`src/sv/hextb_pkg.sv`:
```
// shared types, character codes and decode functions for the hex text parser
// no dependencies
`timescale 1ns / 1ps
`default_nettype none

package hextb_pkg;

  typedef enum logic [2:0] {
    MODE_SEEK    = 3'd0,
    MODE_SLASH   = 3'd1,
    MODE_COMMENT = 3'd2,
    MODE_LOWER   = 3'd3,
    MODE_ERROR   = 3'd4
  } parse_mode_t;

  localparam logic [1:0] STATUS_RUN   = 2'd0;
  localparam logic [1:0] STATUS_OK    = 2'd1;
  localparam logic [1:0] STATUS_ERROR = 2'd2;

  localparam logic [7:0] CHAR_NEWLINE = 8'h0A;
  localparam logic [7:0] CHAR_TAB     = 8'h09;
  localparam logic [7:0] CHAR_CR      = 8'h0D;
  localparam logic [7:0] CHAR_SPACE   = 8'h20;
  localparam logic [7:0] CHAR_SLASH   = 8'h2F;
  localparam logic [7:0] CHAR_SEMI    = 8'h3B;

  localparam logic [7:0] OFS_DIGIT = 8'h30;
  localparam logic [7:0] OFS_UPPER = 8'h37;
  localparam logic [7:0] OFS_LOWER = 8'h57;

  typedef struct packed {
    logic [7:0] char_code;
    logic       last_char;
  } char_item_t;

  function automatic logic is_space(input logic [7:0] c);
    return (c == CHAR_SPACE) || ((c >= CHAR_TAB) && (c <= CHAR_CR));
  endfunction

  // bit 4 set means not a hex digit
  function automatic logic [4:0] hex_value(input logic [7:0] c);
    logic [7:0] d;
    d = 8'h00;
    if ((c >= 8'h30) && (c <= 8'h39)) begin
      d = c - OFS_DIGIT;
      return {1'b0, d[3:0]};
    end else if ((c >= 8'h41) && (c <= 8'h46)) begin
      d = c - OFS_UPPER;
      return {1'b0, d[3:0]};
    end else if ((c >= 8'h61) && (c <= 8'h66)) begin
      d = c - OFS_LOWER;
      return {1'b0, d[3:0]};
    end
    return 5'h10;
  endfunction

endpackage

`default_nettype wire

```
`src/sv/hextb_in_reg.sv`:
```
// input register for the hex text parser: holds one character request
// depends on hextb_pkg
`timescale 1ns / 1ps
`default_nettype none

module hextb_in_reg
  import hextb_pkg::*;
(
  input  wire logic       clk,
  input  wire logic       rst,
  input  wire logic       char_valid,
  output      logic       char_stall,
  input  wire char_item_t char_in,
  output      logic       item_valid,
  output      char_item_t item,
  input  wire logic       item_take
);

  logic load;

  assign load       = char_valid && !char_stall;
  assign char_stall = item_valid && !item_take;

  always_ff @(posedge clk) begin
    if (rst) begin
      item_valid <= 1'b0;
    end else if (load) begin
      item_valid <= 1'b1;
    end else if (item_take) begin
      item_valid <= 1'b0;
    end
  end

  always_ff @(posedge clk) begin
    if (load) begin
      item <= char_in;
    end
  end

endmodule

`default_nettype wire

```
`src/sv/hextb_core.sv`:
```
// parser state and per-character step logic for the hex text parser
// depends on hextb_pkg
`timescale 1ns / 1ps
`default_nettype none

module hextb_core
  import hextb_pkg::*;
#(
  parameter int LINE_BITS   = 20,
  parameter int COLUMN_BITS = 16
) (
  input  wire logic                   clk,
  input  wire logic                   rst,
  input  wire logic                   item_valid,
  input  wire char_item_t             item,
  output      logic                   item_take,
  input  wire logic                   out_ready,
  output      logic                   res_load,
  output      logic                   res_has_byte,
  output      logic [7:0]             res_byte_value,
  output      logic [1:0]             res_status,
  output      logic [LINE_BITS-1:0]   res_error_line,
  output      logic [COLUMN_BITS-1:0] res_error_column
);

  localparam logic [LINE_BITS-1:0]   LINE_MAX = '1;
  localparam logic [COLUMN_BITS-1:0] COL_MAX  = '1;

  parse_mode_t             mode, mode_next;
  logic [3:0]              upper_digit, upper_digit_next;
  logic [LINE_BITS-1:0]    line_count, line_count_next;
  logic [COLUMN_BITS-1:0]  column_count, column_count_next;

  logic [7:0]              c;
  logic [4:0]              hv;
  logic                    is_hex;
  logic                    is_nl;
  logic [LINE_BITS-1:0]    line_inc;
  logic [COLUMN_BITS-1:0]  col_inc1, col_inc2;
  logic [LINE_BITS-1:0]    line_adv;
  logic [COLUMN_BITS-1:0]  col_adv;
  logic                    was_error;
  logic                    error;
  logic                    produce;

  assign c      = item.char_code;
  assign hv     = hex_value(c);
  assign is_hex = !hv[4];
  assign is_nl  = (c == CHAR_NEWLINE);

  // saturating counters
  assign line_inc = (line_count == LINE_MAX) ? line_count : line_count + LINE_BITS'(1);
  assign col_inc1 = (column_count == COL_MAX) ? column_count
                                              : column_count + COLUMN_BITS'(1);
  assign col_inc2 = (col_inc1 == COL_MAX) ? col_inc1 : col_inc1 + COLUMN_BITS'(1);
  assign line_adv = is_nl ? line_inc : line_count;
  assign col_adv  = is_nl ? '0 : col_inc1;

  assign was_error = !((mode == MODE_SEEK) || (mode == MODE_SLASH) ||
                       (mode == MODE_COMMENT) || (mode == MODE_LOWER));

  always_comb begin
    mode_next         = mode;
    upper_digit_next  = upper_digit;
    line_count_next   = line_count;
    column_count_next = column_count;
    error             = 1'b0;
    produce           = 1'b0;
    res_has_byte      = 1'b0;
    res_byte_value    = 8'h00;
    res_status        = STATUS_RUN;
    res_error_line    = '0;
    res_error_column  = '0;

    unique case (mode)
      MODE_SEEK: begin
        priority if (is_space(c)) begin
          line_count_next   = line_adv;
          column_count_next = col_adv;
        end else if (c == CHAR_SEMI) begin
          line_count_next   = line_adv;
          column_count_next = col_adv;
          mode_next         = MODE_COMMENT;
        end else if (c == CHAR_SLASH) begin
          mode_next = MODE_SLASH;
        end else if (is_hex) begin
          upper_digit_next  = hv[3:0];
          line_count_next   = line_adv;
          column_count_next = col_adv;
          mode_next         = MODE_LOWER;
        end else begin
          error = 1'b1;
        end
      end
      MODE_SLASH: begin
        if (c == CHAR_SLASH) begin
          column_count_next = col_inc2;
          mode_next         = MODE_COMMENT;
        end else begin
          error = 1'b1;
        end
      end
      MODE_COMMENT: begin
        line_count_next   = line_adv;
        column_count_next = col_adv;
        if (is_nl) begin
          mode_next = MODE_SEEK;
        end
      end
      MODE_LOWER: begin
        if (is_hex) begin
          res_has_byte      = 1'b1;
          res_byte_value    = {upper_digit, hv[3:0]};
          produce           = 1'b1;
          line_count_next   = line_adv;
          column_count_next = col_adv;
          mode_next         = MODE_SEEK;
        end else begin
          error = 1'b1;
        end
      end
      default: begin
      end
    endcase

    if (error) begin
      res_status       = STATUS_ERROR;
      res_error_line   = line_count;
      res_error_column = column_count;
      produce          = 1'b1;
      mode_next        = MODE_ERROR;
    end

    if (item.last_char) begin
      if (!error && !was_error) begin
        res_status = STATUS_OK;
        produce    = 1'b1;
      end
      mode_next         = MODE_SEEK;
      upper_digit_next  = 4'h0;
      line_count_next   = LINE_BITS'(1);
      column_count_next = '0;
    end
  end

  // an item with no result never waits on the output side
  assign item_take = item_valid && (!produce || out_ready);
  assign res_load  = item_take && produce;

  always_ff @(posedge clk) begin
    if (rst) begin
      mode         <= MODE_SEEK;
      upper_digit  <= 4'h0;
      line_count   <= LINE_BITS'(1);
      column_count <= '0;
    end else if (item_take) begin
      mode         <= mode_next;
      upper_digit  <= upper_digit_next;
      line_count   <= line_count_next;
      column_count <= column_count_next;
    end
  end

endmodule

`default_nettype wire

```
`src/sv/hextb_out_reg.sv`:
```
// result register for the hex text parser
// depends on hextb_pkg for nothing but the house import
`timescale 1ns / 1ps
`default_nettype none

module hextb_out_reg
  import hextb_pkg::*;
#(
  parameter int LINE_BITS   = 20,
  parameter int COLUMN_BITS = 16
) (
  input  wire logic                   clk,
  input  wire logic                   rst,
  input  wire logic                   load,
  output      logic                   out_ready,
  input  wire logic                   in_has_byte,
  input  wire logic [7:0]             in_byte_value,
  input  wire logic [1:0]             in_status,
  input  wire logic [LINE_BITS-1:0]   in_error_line,
  input  wire logic [COLUMN_BITS-1:0] in_error_column,
  output      logic                   result_valid,
  input  wire logic                   result_stall,
  output      logic                   has_byte,
  output      logic [7:0]             byte_value,
  output      logic [1:0]             status,
  output      logic [LINE_BITS-1:0]   error_line,
  output      logic [COLUMN_BITS-1:0] error_column
);

  assign out_ready = !result_valid || !result_stall;

  always_ff @(posedge clk) begin
    if (rst) begin
      result_valid <= 1'b0;
    end else if (load) begin
      result_valid <= 1'b1;
    end else if (!result_stall) begin
      result_valid <= 1'b0;
    end
  end

  always_ff @(posedge clk) begin
    if (load) begin
      has_byte     <= in_has_byte;
      byte_value   <= in_byte_value;
      status       <= in_status;
      error_line   <= in_error_line;
      error_column <= in_error_column;
    end
  end

endmodule

`default_nettype wire

```
`src/sv/commented_hex_text_to_bytes.sv`:
```
// top level of the commented hex text parser
// depends on hextb_pkg, hextb_in_reg, hextb_core and hextb_out_reg
//
//   channel   direction  handshake                   payload
//   char      in         char_valid / char_stall     char_code, last_char
//   result    out        result_valid / result_stall has_byte, byte_value, status,
//                                                    error_line, error_column
//
// one character request is taken every cycle when the result side keeps up
// a character passes through the input register, then the step logic into the result register
// a character that yields no result moves on even while a result waits
// rst is synchronous; it returns the parser to line 1, column 0, seeking a token
// a stalled result holds its value; char_stall rises only behind a held result
`timescale 1ns / 1ps
`default_nettype none

module commented_hex_text_to_bytes
  import hextb_pkg::*;
#(
  parameter int LINE_BITS   = 20,
  parameter int COLUMN_BITS = 16
) (
  input  wire logic                   clk,
  input  wire logic                   rst,
  input  wire logic                   char_valid,
  output      logic                   char_stall,
  input  wire logic [7:0]             char_code,
  input  wire logic                   last_char,
  output      logic                   result_valid,
  input  wire logic                   result_stall,
  output      logic                   has_byte,
  output      logic [7:0]             byte_value,
  output      logic [1:0]             status,
  output      logic [LINE_BITS-1:0]   error_line,
  output      logic [COLUMN_BITS-1:0] error_column
);

  char_item_t             char_in;
  char_item_t             item;
  logic                   item_valid;
  logic                   item_take;
  logic                   out_ready;
  logic                   res_load;
  logic                   res_has_byte;
  logic [7:0]             res_byte_value;
  logic [1:0]             res_status;
  logic [LINE_BITS-1:0]   res_error_line;
  logic [COLUMN_BITS-1:0] res_error_column;

  assign char_in.char_code = char_code;
  assign char_in.last_char = last_char;

  // input stage: parts the upstream handshake from the step logic
  hextb_in_reg u_in_reg (
    .clk        (clk),
    .rst        (rst),
    .char_valid (char_valid),
    .char_stall (char_stall),
    .char_in    (char_in),
    .item_valid (item_valid),
    .item       (item),
    .item_take  (item_take)
  );

  // decode, mode update and saturating line and column counters
  hextb_core #(
    .LINE_BITS   (LINE_BITS),
    .COLUMN_BITS (COLUMN_BITS)
  ) u_core (
    .clk              (clk),
    .rst              (rst),
    .item_valid       (item_valid),
    .item             (item),
    .item_take        (item_take),
    .out_ready        (out_ready),
    .res_load         (res_load),
    .res_has_byte     (res_has_byte),
    .res_byte_value   (res_byte_value),
    .res_status       (res_status),
    .res_error_line   (res_error_line),
    .res_error_column (res_error_column)
  );

  // result stage: holds a finished result while downstream stalls
  hextb_out_reg #(
    .LINE_BITS   (LINE_BITS),
    .COLUMN_BITS (COLUMN_BITS)
  ) u_out_reg (
    .clk             (clk),
    .rst             (rst),
    .load            (res_load),
    .out_ready       (out_ready),
    .in_has_byte     (res_has_byte),
    .in_byte_value   (res_byte_value),
    .in_status       (res_status),
    .in_error_line   (res_error_line),
    .in_error_column (res_error_column),
    .result_valid    (result_valid),
    .result_stall    (result_stall),
    .has_byte        (has_byte),
    .byte_value      (byte_value),
    .status          (status),
    .error_line      (error_line),
    .error_column    (error_column)
  );

endmodule

`default_nettype wire

```
`config.mk`:
```
export PLATFORM = sky130hd
export DESIGN_NAME = commented_hex_text_to_bytes
export DESIGN_NICKNAME = d
export VERILOG_FILES = /design/src/sv/hextb_pkg.sv /design/src/sv/hextb_in_reg.sv /design/src/sv/hextb_core.sv /design/src/sv/hextb_out_reg.sv /design/src/sv/commented_hex_text_to_bytes.sv
export SDC_FILE = /design/constraint.sdc
export NUM_CORES = 1
export LEC_CHECK = 0
export CORE_UTILIZATION = 41
export DETAILED_ROUTE_END_ITERATION = 10
export DONT_BUFFER_PORTS = 1
export GPL_TIMING_DRIVEN = 1
export PLACE_DENSITY = 0.66
export REMOVE_ABC_BUFFERS = 1
export SETUP_SLACK_MARGIN = 0.05
export SKIP_LAST_GASP = 1
export SLEW_MARGIN = 20
export SYNTH_ARGS = -nofsm -noshare
export SYNTH_HDL_FRONTEND = slang
export SYNTH_SLANG_ARGS = --single-unit
```
`constraint.sdc`:
```
create_clock -name clk -period 7.3 [get_ports clk]
set_clock_uncertainty 0.1 [all_clocks]
set_input_delay 0 -clock clk [delete_from_list [all_inputs] [get_ports clk]]
set_output_delay 0 -clock clk [all_outputs]
set_load 0.02 [all_outputs]
```
==> results.toml <==
[route]
drt_wl_total_um = 18500
ant_nets = 0
drt_iter0_markers = 743
drc_errors = 0
vias_per_cell = 6.34
vias = 6090
first_pass_iters = 5
wl_per_cell_um = 19.3

[setup_path]
crit_path_start_kind = "register"
r2r-end = "u_core.column_count[15]$_SDFFE_PP0P_"
rr_worst_depth = 13
critPathArrivalTime_ns = 4.77
critPathKind = "reg -> reg"
worst_ep_required_time_ns = 7.52
end_kind = "register"
cp_max_fo = 15
r2r_start = "u_core.column_count[0]$_SDFFE_PP0P_"
r2r_slack_ns = 2.74

[finish]
final_common_cell = "nand2_1"
drive_gt1_frac = 0.0753
multiInputGateArea_um2 = 3730
syn_to_final_growth_pct = 7.70
final_cell_mix = "nand2_1, a21oi_1, edfxtp_1"
regArea_um2 = 2580
antenna_cells = 0
stdcell_area_um2 = 7120
nFillCells = 1540
nNetsFinal = 760

[grt]
grt_use_total = 0.225
grt_pass1_vias = 5464
grt_pass1_wl_um = 28900
antenna_found_initial = 0
grt_max_degree = 44
overflow = 0

[sta]
rsz0062_at_grt = "no"
setup_viol = 0
setup_tns_ns = 0
drv_slew = 0
fmax_mhz = 219
fin_crit_ns = 4.56
worst_slew_pin_slew_ns = 1.18
period_share = 0.624
timing.final.hold_violations = 0
maxSlewHeadroom = 0.212

[logic_synthesis]
ys.flop_type = "edfxtp_1"
synthArstFlopShare = 0
synth_edf_count = 56
syn_area_um2 = 6620
syn_area_per_cell_um2 = 8.67
yosysUniqueCellTypes = 85
yosys_warnings = 0
synth-seq-cells = 101
yosysSeqAreaShare = 0.390
post-synth-top-area-fraction = 0.254
syn_inst = 763
yosysTopAreaCell = "edfxtp_1"
synth_area_leaders = "edfxtp_1, dfxtp_1, a21oi_1"

[run_status]
status = "completed"

[power_and_ir_drop]
power_frac_seq = 0.515
switching_share = 0.290
switchingPower_w = 0.000367
p_clk_frac = 0.382
powerDensity_nw_per_um2 = 178
finalPower_w = 0.00126
p_comb_frac = 0.103
ir_drop_v = 0.000130
power_leakage_nw = 2.29
p_int_w = 0.000898

[run]
max_cap_violations = 0

[placed_design]
portBuffers = 0
placed_area_um2 = 6680
hpwl_um = 12600
place.gp.congestion = 0.945

[cts]
htreeDepth = 3
cts_tree = "done"
clk_latency_ns = 0.37
cts_made_buffers = 9
clockBufferDepth = 2
cts-root-buf = "clkbuf_16"
cts_setup_buffers = 0
clkTransAtPathRegs_ns = 0.08
cts.sink_count = 101

[worst_hold_path]
hold_depth = 1
hold_start = "char_code[3]"
hp-class = "in -> reg"
whs_endpoint = "u_in_reg.item[4]$_DFFE_PP_"

[floorplanning]
fp.dieH_um = 129
die_w_um = 129
rows = 46
die-area_um2 = 16600
io_pins = 62
start_util = 0.418
core-area_um2 = 15800
-- Yosys cell counts, types with 5 or more instances --
cell type and count:
and4_1 7, edfxtp_1 56, nor4_1 12, and2_1 39, a31oi_1 18, buf_2 17, nand3_1 32, nor2_1 49
mux2i_1 10, a22oi_1 7, nand4_1 10, o22ai_1 5, o31ai_1 10, and3_1 17, o211ai_1 7, or4_1 5
o21a_1 8, buf_4 6, a21oi_1 64, xnor2_1 9, dfxtp_1 45, or3_1 5, nor3_1 37, o21ai_1 5
xor2_1 5, ha_1 8, o21ai_0 44, a211oi_1 16, inv_1 16, nand2_1 75, clkbuf_1 28, a221oi_1 6
-- routing by layer --
metal	track usage	up-vias	wire [um]
li1	-	2856	-
met1	0.291	2891	7840
met2	0.353	290	8530
met3	0.0429	53	1310
met4	0.131	0	799
met5	0	-	0
-- how the worst max path moves through the flow --
stage	from	to	slack, ns
final	u_core.column_count[0]$_SDFFE_PP0P_	u_core.column_count[15]$_SDFFE_PP0P_	2.74
after global routing	u_core.column_count[0]$_SDFFE_PP0P_	u_core.column_count[15]$_SDFFE_PP0P_	2.46
after CTS	u_core.column_count[0]$_SDFFE_PP0P_	u_core.column_count[15]$_SDFFE_PP0P_	2.82
after detailed placement	u_core.column_count[0]$_SDFFE_PP0P_	u_core.column_count[0]$_SDFFE_PP0P_	3.28
after global placement	u_core.column_count[0]$_SDFFE_PP0P_	u_core.column_count[0]$_SDFFE_PP0P_	3.37
after floorplan	u_in_reg.item[1]$_DFFE_PP_	u_out_reg.byte_value[0]$_SDFFCE_PN0P_	2.56
-- worst max-delay path: stages (launching register included) --
cell and delay, ns:
dfxtp_1 0.61, ha_1 0.43, nand4_2 0.32, nor4_1 0.38, buf_4 0.24, xnor2_1 0.19
ha_1 0.25, o311ai_1 0.16, nor2_2 0.28, nand4_2 0.41, nand3b_1 0.23, nand3_1 0.11
a311oi_2 0.24, dlygate4sd3_1 0.57
-- cells by family after synthesis --
group,after synthesis,share of synthesized area
mux,12,0.0185
fa+ha+maj,8,0.0151
flops,101,0.390
simple gates,318,0.259
buf+inv,70,0.0486
compound gates,240,0.250
xor+xnor,14,0.0185
-- what timing repair did --
item                      4_1_cts  5_1_grt
gates resized for setup         0        0
hold endpoints to repair       63        0
hold buffers                   14        0
-- area by class of cell --
| cell class | instances | share of cell area |
|---|---|---|
| multi-input combinational | 592 | 0.524 |
| sequential | 101 | 0.362 |
| tap | 216 | 0.0379 |
| clock buffer | 9 | 0.0316 |
| timing repair buffer | 19 | 0.0263 |
| clock inverter | 7 | 0.00931 |
| inverter | 16 | 0.00843 |
-- stage by stage --
step	setup WS, ns	util	hold slack [ns]	std cells
global route	2.46	0.450	0.150	960
finish	2.74	0.450	0.153	960
floorplan	2.56	-	-0.0338	709
detailed placement	3.28	0.422	-0.0207	930
CTS	2.82	0.450	0.148	960
global placement	3.37	0.422	-0.0233	930
-- power by group through the flow --
stage	clock, W	combinational (W)	sequential (W)
after CTS	0.000490	0.000129	0.000651
after floorplan	0	0.0000800	0.000662
after global placement	0	0.000117	0.000664
after detailed placement	0	0.000118	0.000665
after global routing	0.000512	0.000142	0.000655
final	0.000483	0.000130	0.000651
-- sequential cells by signal, indices dropped and copies added, names as in the netlist --
signal and flops:
u_core.mode 3, u_core.upper_digit 4, u_core.line_count 20, u_out_reg.result_valid 1
u_out_reg.byte_value 8, u_in_reg.item_valid 1, u_out_reg.error_line 20, u_core.column_count 16
u_out_reg.error_column 16, u_out_reg.status 2, u_in_reg.item 9, u_out_reg.has_byte 1
Note: power is estimated with default switching activity, not from simulation.
